## src/lmpc_pkg.sv

```systemverilog
// Shared types, constants and helper functions of the LED mode PWM controller.
`default_nettype none

package lmpc_pkg;

  // Elapsed-tick counter width and encoder counter width.
  localparam int TIMER_BITS   = 16;
  localparam int ENCODER_BITS = 16;

  localparam int CFG_W   = 16;
  localparam int DUTY_W  = 10;
  localparam int ENC_W   = 16;
  localparam int DIGIT_W = 8;
  localparam int CMP_W   = (TIMER_BITS > CFG_W) ? TIMER_BITS : CFG_W;

  // Mask applied to the incoming encoder count, and half of the counter range.
  localparam logic [ENC_W-1:0] ENC_IN_MASK =
    (ENCODER_BITS >= ENC_W) ? {ENC_W{1'b1}} : ENC_W'((64'd1 << ENCODER_BITS) - 64'd1);
  localparam logic [32:0] ENC_HALF = 33'd1 << (ENCODER_BITS - 1);

  // Configuration register indexes.
  localparam logic [2:0] CFG_DEBOUNCE_TICKS    = 3'd0;
  localparam logic [2:0] CFG_BLINK_HALF_PERIOD = 3'd1;
  localparam logic [2:0] CFG_BREATH_INTERVAL   = 3'd2;
  localparam logic [2:0] CFG_BREATH_STEP       = 3'd3;
  localparam logic [2:0] CFG_DUTY_FULL         = 3'd4;

  // Command kinds, also used as reply kinds.
  localparam logic [1:0] CMD_NONE = 2'd0;
  localparam logic [1:0] CMD_TEMP = 2'd1;
  localparam logic [1:0] CMD_SAVE = 2'd2;

  localparam logic [DIGIT_W-1:0] DIGIT_MAX = 8'd4;

  typedef enum logic [2:0] {
    MODE_ON      = 3'd0,
    MODE_OFF     = 3'd1,
    MODE_BLINK   = 3'd2,
    MODE_BREATH  = 3'd3,
    MODE_ENCODER = 3'd4
  } mode_e;

  typedef enum logic [1:0] {
    PH_IDLE     = 2'd0,
    PH_DEBOUNCE = 2'd1,
    PH_WAIT     = 2'd2
  } phase_e;

  typedef struct packed {
    logic [CFG_W-1:0]  debounce_ticks;
    logic [CFG_W-1:0]  blink_half_period;
    logic [CFG_W-1:0]  breath_interval;
    logic [DUTY_W-1:0] breath_step;
    logic [DUTY_W-1:0] duty_full;
  } cfg_t;

  // Result of the button step handed to the duty logic.
  typedef struct packed {
    phase_e                phase;
    logic [TIMER_BITS-1:0] elapsed;
    mode_e                 mode;
    logic                  enter_enc;
  } btn_t;

  // Result of the mode behavior step.
  typedef struct packed {
    logic [DUTY_W-1:0]     duty;
    logic [TIMER_BITS-1:0] blink_elapsed;
    logic [TIMER_BITS-1:0] breath_elapsed;
    logic                  rising;
    logic                  clamp_load;
    logic [DUTY_W-1:0]     clamp_val;
  } duty_t;

  function automatic logic [TIMER_BITS-1:0] sat_inc(input logic [TIMER_BITS-1:0] v);
    return (v == {TIMER_BITS{1'b1}}) ? v : v + TIMER_BITS'(1);
  endfunction

  function automatic logic timer_reached(input logic [TIMER_BITS-1:0] t,
                                         input logic [CFG_W-1:0] lim);
    return CMP_W'(t) >= CMP_W'(lim);
  endfunction

endpackage

`default_nettype wire

```

## src/led_mode_pwm_controller_top.sv

```systemverilog
// Top level of the LED mode PWM controller: tick state, command step and result register.
`default_nettype none

// Channel   Direction  Signals                          Contents
// s_axis    in         tvalid tready tdata[31:0] tuser  one millisecond tick with button,
//                                                       encoder count and parsed command
// m_axis    out        tvalid tready tdata[23:0] tuser  duty, mode, encoder load, reply
// cfg       in         cfg_we_i cfg_index_i cfg_wdata_i register writes, no read-back
//
// Each tick transaction is handled by a short combinational pass: the debounce, mode and
// command steps run from the state registers to the result register.
// Without a stall, one tick is accepted per cycle; the result follows in the cycle after.
// While a result is stalled, a new tick is taken in the same cycle the result is taken.
// Reset restores the default configuration, idles the debounce machine, selects the
// always-on mode and clears the duty and all elapsed counters.

module led_mode_pwm_controller_top (
  input  wire logic        clk_i,
  input  wire logic        rst_ni,
  // Configuration write port.
  input  wire logic        cfg_we_i,
  input  wire logic [2:0]  cfg_index_i,
  input  wire logic [15:0] cfg_wdata_i,
  // Tick input.
  input  wire logic        s_axis_tvalid,
  output      logic        s_axis_tready,
  // [0] button_level, [16:1] encoder_count, [24:17] cmd_digit, [31:25] zero
  input  wire logic [31:0] s_axis_tdata,
  // [1:0] cmd_kind
  input  wire logic [1:0]  s_axis_tuser,
  // Result output.
  output      logic        m_axis_tvalid,
  input  wire logic        m_axis_tready,
  // [9:0] duty, [12:10] mode, [13] encoder_load, [23:14] encoder_value
  output      logic [23:0] m_axis_tdata,
  // [1:0] reply_kind
  output      logic [1:0]  m_axis_tuser
);
  import lmpc_pkg::*;

  cfg_t cfg;

  // Tick state.
  phase_e                phase_q, phase_d;
  logic [TIMER_BITS-1:0] press_elapsed_q, press_elapsed_d;
  mode_e                 mode_q, mode_d;
  logic [DUTY_W-1:0]     duty_q, duty_d;
  logic [TIMER_BITS-1:0] blink_elapsed_q, blink_elapsed_d;
  logic [TIMER_BITS-1:0] breath_elapsed_q, breath_elapsed_d;
  logic                  rising_q, rising_d;

  // Result register.
  logic        out_valid_q;
  logic [23:0] out_data_q, out_data_d;
  logic [1:0]  out_user_q, out_user_d;

  logic                 in_accept;
  logic                 pressed;
  logic [ENC_W-1:0]     encoder_count;
  logic [DIGIT_W-1:0]   cmd_digit;
  logic [1:0]           cmd_kind;
  logic                 cmd_ok;
  logic                 load;
  logic [DUTY_W-1:0]    load_val;
  btn_t                 btn;
  duty_t                dty;

  assign s_axis_tready = !out_valid_q || m_axis_tready;
  assign in_accept     = s_axis_tvalid && s_axis_tready;

  assign pressed       = !s_axis_tdata[0];
  assign encoder_count = s_axis_tdata[16:1];
  assign cmd_digit     = s_axis_tdata[24:17];
  assign cmd_kind      = s_axis_tuser;

  lmpc_cfg_regs u_cfg (
    .clk_i       (clk_i),
    .rst_ni      (rst_ni),
    .cfg_we_i    (cfg_we_i),
    .cfg_index_i (cfg_index_i),
    .cfg_wdata_i (cfg_wdata_i),
    .cfg_o       (cfg)
  );

  lmpc_debounce u_debounce (
    .pressed_i        (pressed),
    .phase_i          (phase_q),
    .elapsed_i        (press_elapsed_q),
    .mode_i           (mode_q),
    .debounce_ticks_i (cfg.debounce_ticks),
    .btn_o            (btn)
  );

  lmpc_duty u_duty (
    .mode_i           (btn.mode),
    .duty_i           (duty_q),
    .blink_elapsed_i  (blink_elapsed_q),
    .breath_elapsed_i (breath_elapsed_q),
    .rising_i         (rising_q),
    .enter_enc_i      (btn.enter_enc),
    .encoder_count_i  (encoder_count),
    .cfg_i            (cfg),
    .duty_o           (dty)
  );

  // A command with a digit above four, or an unused kind, is dropped without a reply.
  assign cmd_ok = ((cmd_kind == CMD_TEMP) || (cmd_kind == CMD_SAVE)) && (cmd_digit <= DIGIT_MAX);

  always_comb begin
    phase_d          = btn.phase;
    press_elapsed_d  = btn.elapsed;
    duty_d           = dty.duty;
    blink_elapsed_d  = dty.blink_elapsed;
    breath_elapsed_d = dty.breath_elapsed;
    rising_d         = dty.rising;
    mode_d           = btn.mode;
    out_user_d       = CMD_NONE;

    // The last encoder write of the tick wins, so command beats clamp and clamp beats button.
    load     = btn.enter_enc || dty.clamp_load;
    load_val = dty.clamp_load ? dty.clamp_val : duty_q;

    if (cmd_ok) begin
      mode_d     = mode_e'(cmd_digit[2:0]);
      out_user_d = cmd_kind;
      if (mode_d == MODE_ENCODER) begin
        load     = 1'b1;
        load_val = dty.duty;
      end
    end

    out_data_d = {(load ? load_val : {DUTY_W{1'b0}}), load, mode_d, duty_d};
  end

  always_ff @(posedge clk_i or negedge rst_ni) begin
    if (!rst_ni) begin
      phase_q          <= PH_IDLE;
      press_elapsed_q  <= '0;
      mode_q           <= MODE_ON;
      duty_q           <= '0;
      blink_elapsed_q  <= '0;
      breath_elapsed_q <= '0;
      rising_q         <= 1'b1;
      out_valid_q      <= 1'b0;
    end else begin
      if (in_accept) begin
        phase_q          <= phase_d;
        press_elapsed_q  <= press_elapsed_d;
        mode_q           <= mode_d;
        duty_q           <= duty_d;
        blink_elapsed_q  <= blink_elapsed_d;
        breath_elapsed_q <= breath_elapsed_d;
        rising_q         <= rising_d;
        out_valid_q      <= 1'b1;
      end else if (m_axis_tready) begin
        out_valid_q <= 1'b0;
      end
    end
  end

  always_ff @(posedge clk_i) begin
    if (in_accept) begin
      out_data_q <= out_data_d;
      out_user_q <= out_user_d;
    end
  end

  assign m_axis_tvalid = out_valid_q;
  assign m_axis_tdata  = out_data_q;
  assign m_axis_tuser  = out_user_q;

  // The mode reported in a result is always one of the five modes.
  a_mode_range: assert property (@(posedge clk_i) disable iff (!rst_ni)
    m_axis_tvalid |-> (m_axis_tdata[12:10] <= 3'd4))
    else $error("result mode out of range");

  // Without an encoder load the reported load value is zero.
  a_load_value: assert property (@(posedge clk_i) disable iff (!rst_ni)
    (m_axis_tvalid && !m_axis_tdata[13]) |-> (m_axis_tdata[23:14] == '0))
    else $error("encoder value without load");

  // An accepted command with a valid digit sets the mode and is acknowledged.
  a_cmd_mode: assert property (@(posedge clk_i) disable iff (!rst_ni)
    (in_accept && cmd_ok) |=>
      (m_axis_tvalid && (m_axis_tdata[12:10] == $past(cmd_digit[2:0]))
       && (m_axis_tuser == $past(cmd_kind))))
    else $error("command not applied");

  // The mode register follows the result register after every tick.
  a_mode_track: assert property (@(posedge clk_i) disable iff (!rst_ni)
    $past(in_accept) |-> (mode_q == mode_e'(m_axis_tdata[12:10])))
    else $error("mode state and result disagree");

endmodule

`default_nettype wire

```

## src/lmpc_cfg_regs.sv

```systemverilog
// Configuration register bank of the LED mode PWM controller.
`default_nettype none

module lmpc_cfg_regs (
  input  wire logic                 clk_i,
  input  wire logic                 rst_ni,
  input  wire logic                 cfg_we_i,
  input  wire logic [2:0]           cfg_index_i,
  input  wire logic [15:0]          cfg_wdata_i,
  output      lmpc_pkg::cfg_t       cfg_o
);
  import lmpc_pkg::*;

  cfg_t cfg_q, cfg_d;

  always_comb begin
    cfg_d = cfg_q;
    if (cfg_we_i) begin
      unique case (cfg_index_i)
        CFG_DEBOUNCE_TICKS:    cfg_d.debounce_ticks    = cfg_wdata_i;
        CFG_BLINK_HALF_PERIOD: cfg_d.blink_half_period = cfg_wdata_i;
        CFG_BREATH_INTERVAL:   cfg_d.breath_interval   = cfg_wdata_i;
        CFG_BREATH_STEP:       cfg_d.breath_step       = cfg_wdata_i[DUTY_W-1:0];
        CFG_DUTY_FULL:         cfg_d.duty_full         = cfg_wdata_i[DUTY_W-1:0];
        default:               cfg_d = cfg_q;
      endcase
    end
  end

  always_ff @(posedge clk_i or negedge rst_ni) begin
    if (!rst_ni) begin
      cfg_q.debounce_ticks    <= 16'd20;
      cfg_q.blink_half_period <= 16'd500;
      cfg_q.breath_interval   <= 16'd15;
      cfg_q.breath_step       <= 10'd10;
      cfg_q.duty_full         <= 10'd1000;
    end else begin
      cfg_q <= cfg_d;
    end
  end

  assign cfg_o = cfg_q;

endmodule

`default_nettype wire

```

## src/lmpc_debounce.sv

```systemverilog
// Button debounce step: press phase, press timer and cyclic mode advance.
`default_nettype none

module lmpc_debounce (
  input  wire logic                               pressed_i,
  input  wire lmpc_pkg::phase_e                   phase_i,
  input  wire logic [lmpc_pkg::TIMER_BITS-1:0]    elapsed_i,
  input  wire lmpc_pkg::mode_e                    mode_i,
  input  wire logic [lmpc_pkg::CFG_W-1:0]         debounce_ticks_i,
  output      lmpc_pkg::btn_t                     btn_o
);
  import lmpc_pkg::*;

  logic [TIMER_BITS-1:0] elapsed_inc;
  mode_e                 mode_next;

  assign elapsed_inc = sat_inc(elapsed_i);

  always_comb begin
    unique case (mode_i)
      MODE_ON:     mode_next = MODE_OFF;
      MODE_OFF:    mode_next = MODE_BLINK;
      MODE_BLINK:  mode_next = MODE_BREATH;
      MODE_BREATH: mode_next = MODE_ENCODER;
      default:     mode_next = MODE_ON;
    endcase
  end

  always_comb begin
    btn_o.phase     = phase_i;
    btn_o.elapsed   = elapsed_inc;
    btn_o.mode      = mode_i;
    btn_o.enter_enc = 1'b0;
    unique case (phase_i)
      PH_DEBOUNCE: begin
        if (timer_reached(elapsed_inc, debounce_ticks_i)) begin
          if (pressed_i) begin
            btn_o.mode      = mode_next;
            btn_o.enter_enc = (mode_next == MODE_ENCODER);
            btn_o.phase     = PH_WAIT;
          end else begin
            btn_o.phase = PH_IDLE;
          end
        end
      end
      PH_WAIT: begin
        if (!pressed_i) btn_o.phase = PH_IDLE;
      end
      default: begin
        // Idle, and the unused phase code which falls back to idle.
        btn_o.phase = PH_IDLE;
        if (pressed_i) begin
          btn_o.phase   = PH_DEBOUNCE;
          btn_o.elapsed = '0;
        end
      end
    endcase
  end

endmodule

`default_nettype wire

```

## src/lmpc_duty.sv

```systemverilog
// Mode behavior step: derives the PWM duty from the current mode.
`default_nettype none

module lmpc_duty (
  input  wire lmpc_pkg::mode_e                    mode_i,
  input  wire logic [lmpc_pkg::DUTY_W-1:0]        duty_i,
  input  wire logic [lmpc_pkg::TIMER_BITS-1:0]    blink_elapsed_i,
  input  wire logic [lmpc_pkg::TIMER_BITS-1:0]    breath_elapsed_i,
  input  wire logic                               rising_i,
  input  wire logic                               enter_enc_i,
  input  wire logic [lmpc_pkg::ENC_W-1:0]         encoder_count_i,
  input  wire lmpc_pkg::cfg_t                     cfg_i,
  output      lmpc_pkg::duty_t                    duty_o
);
  import lmpc_pkg::*;

  logic [TIMER_BITS-1:0] blink_inc, breath_inc;
  logic [DUTY_W:0]       breath_sum;
  logic [ENC_W-1:0]      enc_val;

  assign blink_inc  = sat_inc(blink_elapsed_i);
  assign breath_inc = sat_inc(breath_elapsed_i);
  assign breath_sum = {1'b0, duty_i} + {1'b0, cfg_i.breath_step};
  // A load made by the button earlier in the tick replaces the sampled count.
  assign enc_val    = enter_enc_i ? ENC_W'(duty_i) : (encoder_count_i & ENC_IN_MASK);

  always_comb begin
    duty_o.duty           = duty_i;
    duty_o.blink_elapsed  = blink_inc;
    duty_o.breath_elapsed = breath_inc;
    duty_o.rising         = rising_i;
    duty_o.clamp_load     = 1'b0;
    duty_o.clamp_val      = '0;
    unique case (mode_i)
      MODE_ON:  duty_o.duty = cfg_i.duty_full;
      MODE_OFF: duty_o.duty = '0;
      MODE_BLINK: begin
        if (timer_reached(blink_inc, cfg_i.blink_half_period)) begin
          duty_o.blink_elapsed = '0;
          duty_o.duty = (duty_i == '0) ? cfg_i.duty_full : '0;
        end
      end
      MODE_BREATH: begin
        if (timer_reached(breath_inc, cfg_i.breath_interval)) begin
          duty_o.breath_elapsed = '0;
          if (rising_i) begin
            if (breath_sum >= {1'b0, cfg_i.duty_full}) begin
              duty_o.duty   = cfg_i.duty_full;
              duty_o.rising = 1'b0;
            end else begin
              duty_o.duty = breath_sum[DUTY_W-1:0];
            end
          end else if (duty_i <= cfg_i.breath_step) begin
            duty_o.duty   = '0;
            duty_o.rising = 1'b1;
          end else begin
            duty_o.duty = duty_i - cfg_i.breath_step;
          end
        end
      end
      default: begin
        if (enc_val > ENC_W'(cfg_i.duty_full)) begin
          duty_o.clamp_load = 1'b1;
          duty_o.clamp_val  = (33'(enc_val) > ENC_HALF) ? '0 : cfg_i.duty_full;
          duty_o.duty       = duty_o.clamp_val;
        end else begin
          duty_o.duty = enc_val[DUTY_W-1:0];
        end
      end
    endcase
  end

endmodule

`default_nettype wire
```

## config.mk

```make
export PLATFORM = sky130hd
export DESIGN_NAME = led_mode_pwm_controller_top
export DESIGN_NICKNAME = d
export VERILOG_FILES = /design/src/lmpc_pkg.sv /design/src/led_mode_pwm_controller_top.sv /design/src/lmpc_cfg_regs.sv /design/src/lmpc_debounce.sv /design/src/lmpc_duty.sv
export SDC_FILE = /design/constraint.sdc
export NUM_CORES = 1
export LEC_CHECK = 0
export ABC_CLOCK_PERIOD_IN_PS = 9450
export BUFFER_PORTS_ARGS = -buffer_cell sky130_fd_sc_hd__clkbuf_2
export CAP_MARGIN = 20
export CORE_MARGIN = 2
export CORE_UTILIZATION = 45
export CTS_BUF_LIST = sky130_fd_sc_hd__clkbuf_8
export DETAILED_ROUTE_END_ITERATION = 12
export HOLD_SLACK_MARGIN = 0.03
export MAX_ROUTING_LAYER = met4
export PLACE_DENSITY = 0.68
export REMOVE_ABC_BUFFERS = 1
export SLEW_MARGIN = 15
export SYNTH_ARGS = -nofsm -noshare
export SYNTH_HDL_FRONTEND = slang
export SYNTH_SLANG_ARGS = --single-unit
```

## constraint.sdc

```tcl
create_clock -name clk_i -period 9.45 [get_ports clk_i]
set_clock_uncertainty 0.15 [all_clocks]
set_input_delay 0.945 -clock clk_i [delete_from_list [all_inputs] [get_ports clk_i]]
set_output_delay 0.945 -clock clk_i [all_outputs]
set_load 0.03 [all_outputs]
```

==> results.yml <==
status:
  status: "complete, no violations"
synth:
  ys_dominant_reg_cell: "dfrtp_1"
  syn_area_um2: 11000
  synth_top_family_by_area: "simple AND/OR/NAND/NOR gates"
  yosys.area_share.simple_pct: 19.9
  synth-seq-cells: 159
  synth_compound_area_share_pct: 19.4
  synth_xor_area_share_pct: 3.35
  synth_top_area_share_pct: 25.5
  yosysSeqAreaShare_pct: 37.7
  synth_top_area_cell: "dfrtp_1"
  synth_area_leaders: "dfrtp_1 26%, ha_1 11%, edfxtp_1 7.1%"
  synth_mux_area_share_pct: 3.92
  yosys_warnings: 0
  synth.avg_cell_area_um2: 8.79
  synthArstFlopShare_pct: 83.6
  synthAdderAreaFrac_pct: 11.0
  synth_cells: 1249
  synth_cell_types: 74
  synth-edff-count: 26
worst_setup_path:
  cp_data_required_time_ns: 9.49
  critPathBufInv: 1
  start_kind: "flop"
  end_kind: "flop"
  crit_top_cell: "nand2_1"
  slowest_delay_ns: 0.62
  crit_slowest_cell: "a222oi_1"
  critPathKind: "reg -> reg"
  critPathTopFamily: "simple AND/OR/NAND/NOR gates"
  cp_max_fo: 19
  critical_path_arrival_ns: 8.12
final_layout:
  antenna_cells: 0
  fillerInstances: 2371
  drive_above_1_share_pct: 14.4
  nets: 1456
  area_delta_synth_final_pct: 9.96
pwr:
  p_int_mw: 1.59
  power.leakage_nw: 5.44
  pwr-share-clk_pct: 19.1
  power_mw: 2.78
  power_switching_mw: 1.20
  seqPwrFrac_pct: 35.7
  switching_share_pct: 42.9
  vdd_ir_drop_max_mv: 0.0932
  power_density_nw_per_um2: 231
  combPwrFrac_pct: 45.2
drt:
  first_iter_violations: 872
  routed_wl_um: 28700
  wl_per_cell_um: 17.5
  via_per_inst: 5.77
  first_pass_iters: 7
  drc_errors: 0
  via_count: 9455
  ant_nets: 0
clock_network:
  cts_tree: "built"
  clockRootBuffer: "clkbuf_8"
  post_cts_resized: 0
  numCtsBuffers: 17
  clockBufferDepth: 2
  clock_latency_ns: 0.47
  ctsHtreeMaxLevel: 4
  clock-sinks: 159
  ctsHoldBuffers: 0
  cts_setup_buffers: 0
  clk_pin_slew_worst_paths_ns: 0.10
sta:
  min_period_over_period_pct: 85.5
  maxClockFrequency_mhz: 124
  tightest_slew_ns: 1.00
  max_slew_margin_pct: 32.5
  hold_viol: 0
  rsz0062_at_grt: "no"
  final_max_slew_viol_count: 0
  setup_tns_ns: 0
  finalSetupViolations: 0
  fin_crit_ns: 8.08
floorplanning:
  dieHeight_um: 160
  rows: 57
  pin_count: 86
  core_area_um2: 24100
  start_util_pct: 45.5
  die_w_um: 160
  dieArea_um2: 25700
grt:
  grt_pass1_vias: 8751
  antenna_found_initial: 0
  grt_pass1_wl_um: 46600
  grt_max_degree: 78
  track_usage_pct: 23.5
  gr-total-overflow: 0
placement:
  numPortBuffers: 78
  dp.final_hpwl_um: 21200
  place.gp.congestion: 0.933
worst_hold_path:
  hold_path_class: "in -> async"
job:
  drv_cap: 0
## state kept, by name, summed over array words and instances (netlist names)
signal / cells
rising_q: 1
mode_q: 3
press_elapsed_q: 16
m_axis_tvalid: 1
breath_elapsed_q: 16
duty_q: 10
m_axis_tuser: 2
u_cfg.cfg_o: 68
phase_q: 2
m_axis_tdata: 24
blink_elapsed_q: 16
## through the flow
step           area (um^2)  hold WS [ns]  setup WS [ns]  utilization, %  cells
2_1_floorplan        10800         0.307           2.28               -   1196
3_3_place_gp         11700         0.328           1.69            48.4   1608
3_5_place_dp         11700         0.351           1.62            48.4   1608
4_1_cts              12100         0.362           1.58            50.1   1640
5_1_grt              12100         0.387          0.748            50.1   1640
6_report             12100         0.343           1.37            50.1   1640
## power by group through the flow
stage          logic (mW)  clock network, mW  registers [mW]
2_1_floorplan       0.887                  0           0.990
3_3_place_gp         1.21                  0           0.996
3_5_place_dp         1.24                  0            1.00
4_1_cts              1.25              0.543           0.989
5_1_grt              1.42              0.570            1.01
6_report             1.26              0.533           0.994
## cells by family after synthesis
group | Yosys count
simple gates | 445
mux | 39
compound gates | 329
buf+inv | 140
flops | 159
xor+xnor | 42
fa+ha+maj | 95
## cell type report
cell class                 count  area, um^2  area share [%]
clock inverter                14         154            1.28
tap                          324         405            3.36
clock buffer                  18         248            2.05
sequential                   159        4140            34.3
timing repair buffer          88         472            3.91
inverter                      87         327            2.71
multi-input combinational    950        6330            52.4
## routing by layer
metal  vias to the layer above  share of wire [%]  global-route usage, %
li1                       4614                  -                      -
met3                        43                5.4                   3.01
met1                      4520                 48                   32.5
met5                         -                  0                      -
met2                       278                 45                   36.3
met4                         0                1.9                   6.51
## placed cells by master, fill, tap and decap left out, types with 12 or more instances in the layout
cell type	synthesis	routed
dfrtp_1	112	112
a21oi_1	53	53
ha_1	93	93
nand3_1	58	58
and3_1	21	21
o21a_1	15	15
a21o_1	15	15
clkbuf_2	0	77
nand2_1	179	179
nor3_1	26	25
o21ai_0	119	119
inv_1	87	88
nor2_1	49	49
mux2_2	29	29
clkbuf_8	0	18
edfxtp_1	26	26
xnor2_1	25	25
o31ai_1	12	12
nand4_1	16	16
xor2_1	17	17
a22o_1	20	20
nand2b_1	15	15
a31oi_1	12	12
dfstp_2	21	21
nor2b_1	18	18
## synth_stat cells (25+ instances only)
master,count
a21oi_1,53
clkbuf_1,47
dfrtp_1,112
edfxtp_1,26
ha_1,93
inv_1,87
mux2_2,29
nand2_1,179
nand3_1,58
nor2_1,49
nor3_1,26
o21ai_0,119
xnor2_1,25
## path summary, 6_finish.rpt
kind,from,end,slack [ns],cells after the start
max in group asynchronous,rst_ni,duty_q[0],7.55,2
worst max register to register,press_elapsed_q[4],m_axis_tdata[19],1.37,26
worst max-delay path,press_elapsed_q[4],m_axis_tdata[19],1.37,26
worst min register to register,u_cfg.cfg_o[43],u_cfg.cfg_o[43],0.37,2
min in group clk_i,u_cfg.cfg_o[43],u_cfg.cfg_o[43],0.37,2
worst min-delay path,rst_ni,u_cfg.cfg_o[57],0.34,1
Note: power is estimated with default switching activity, not from simulation.
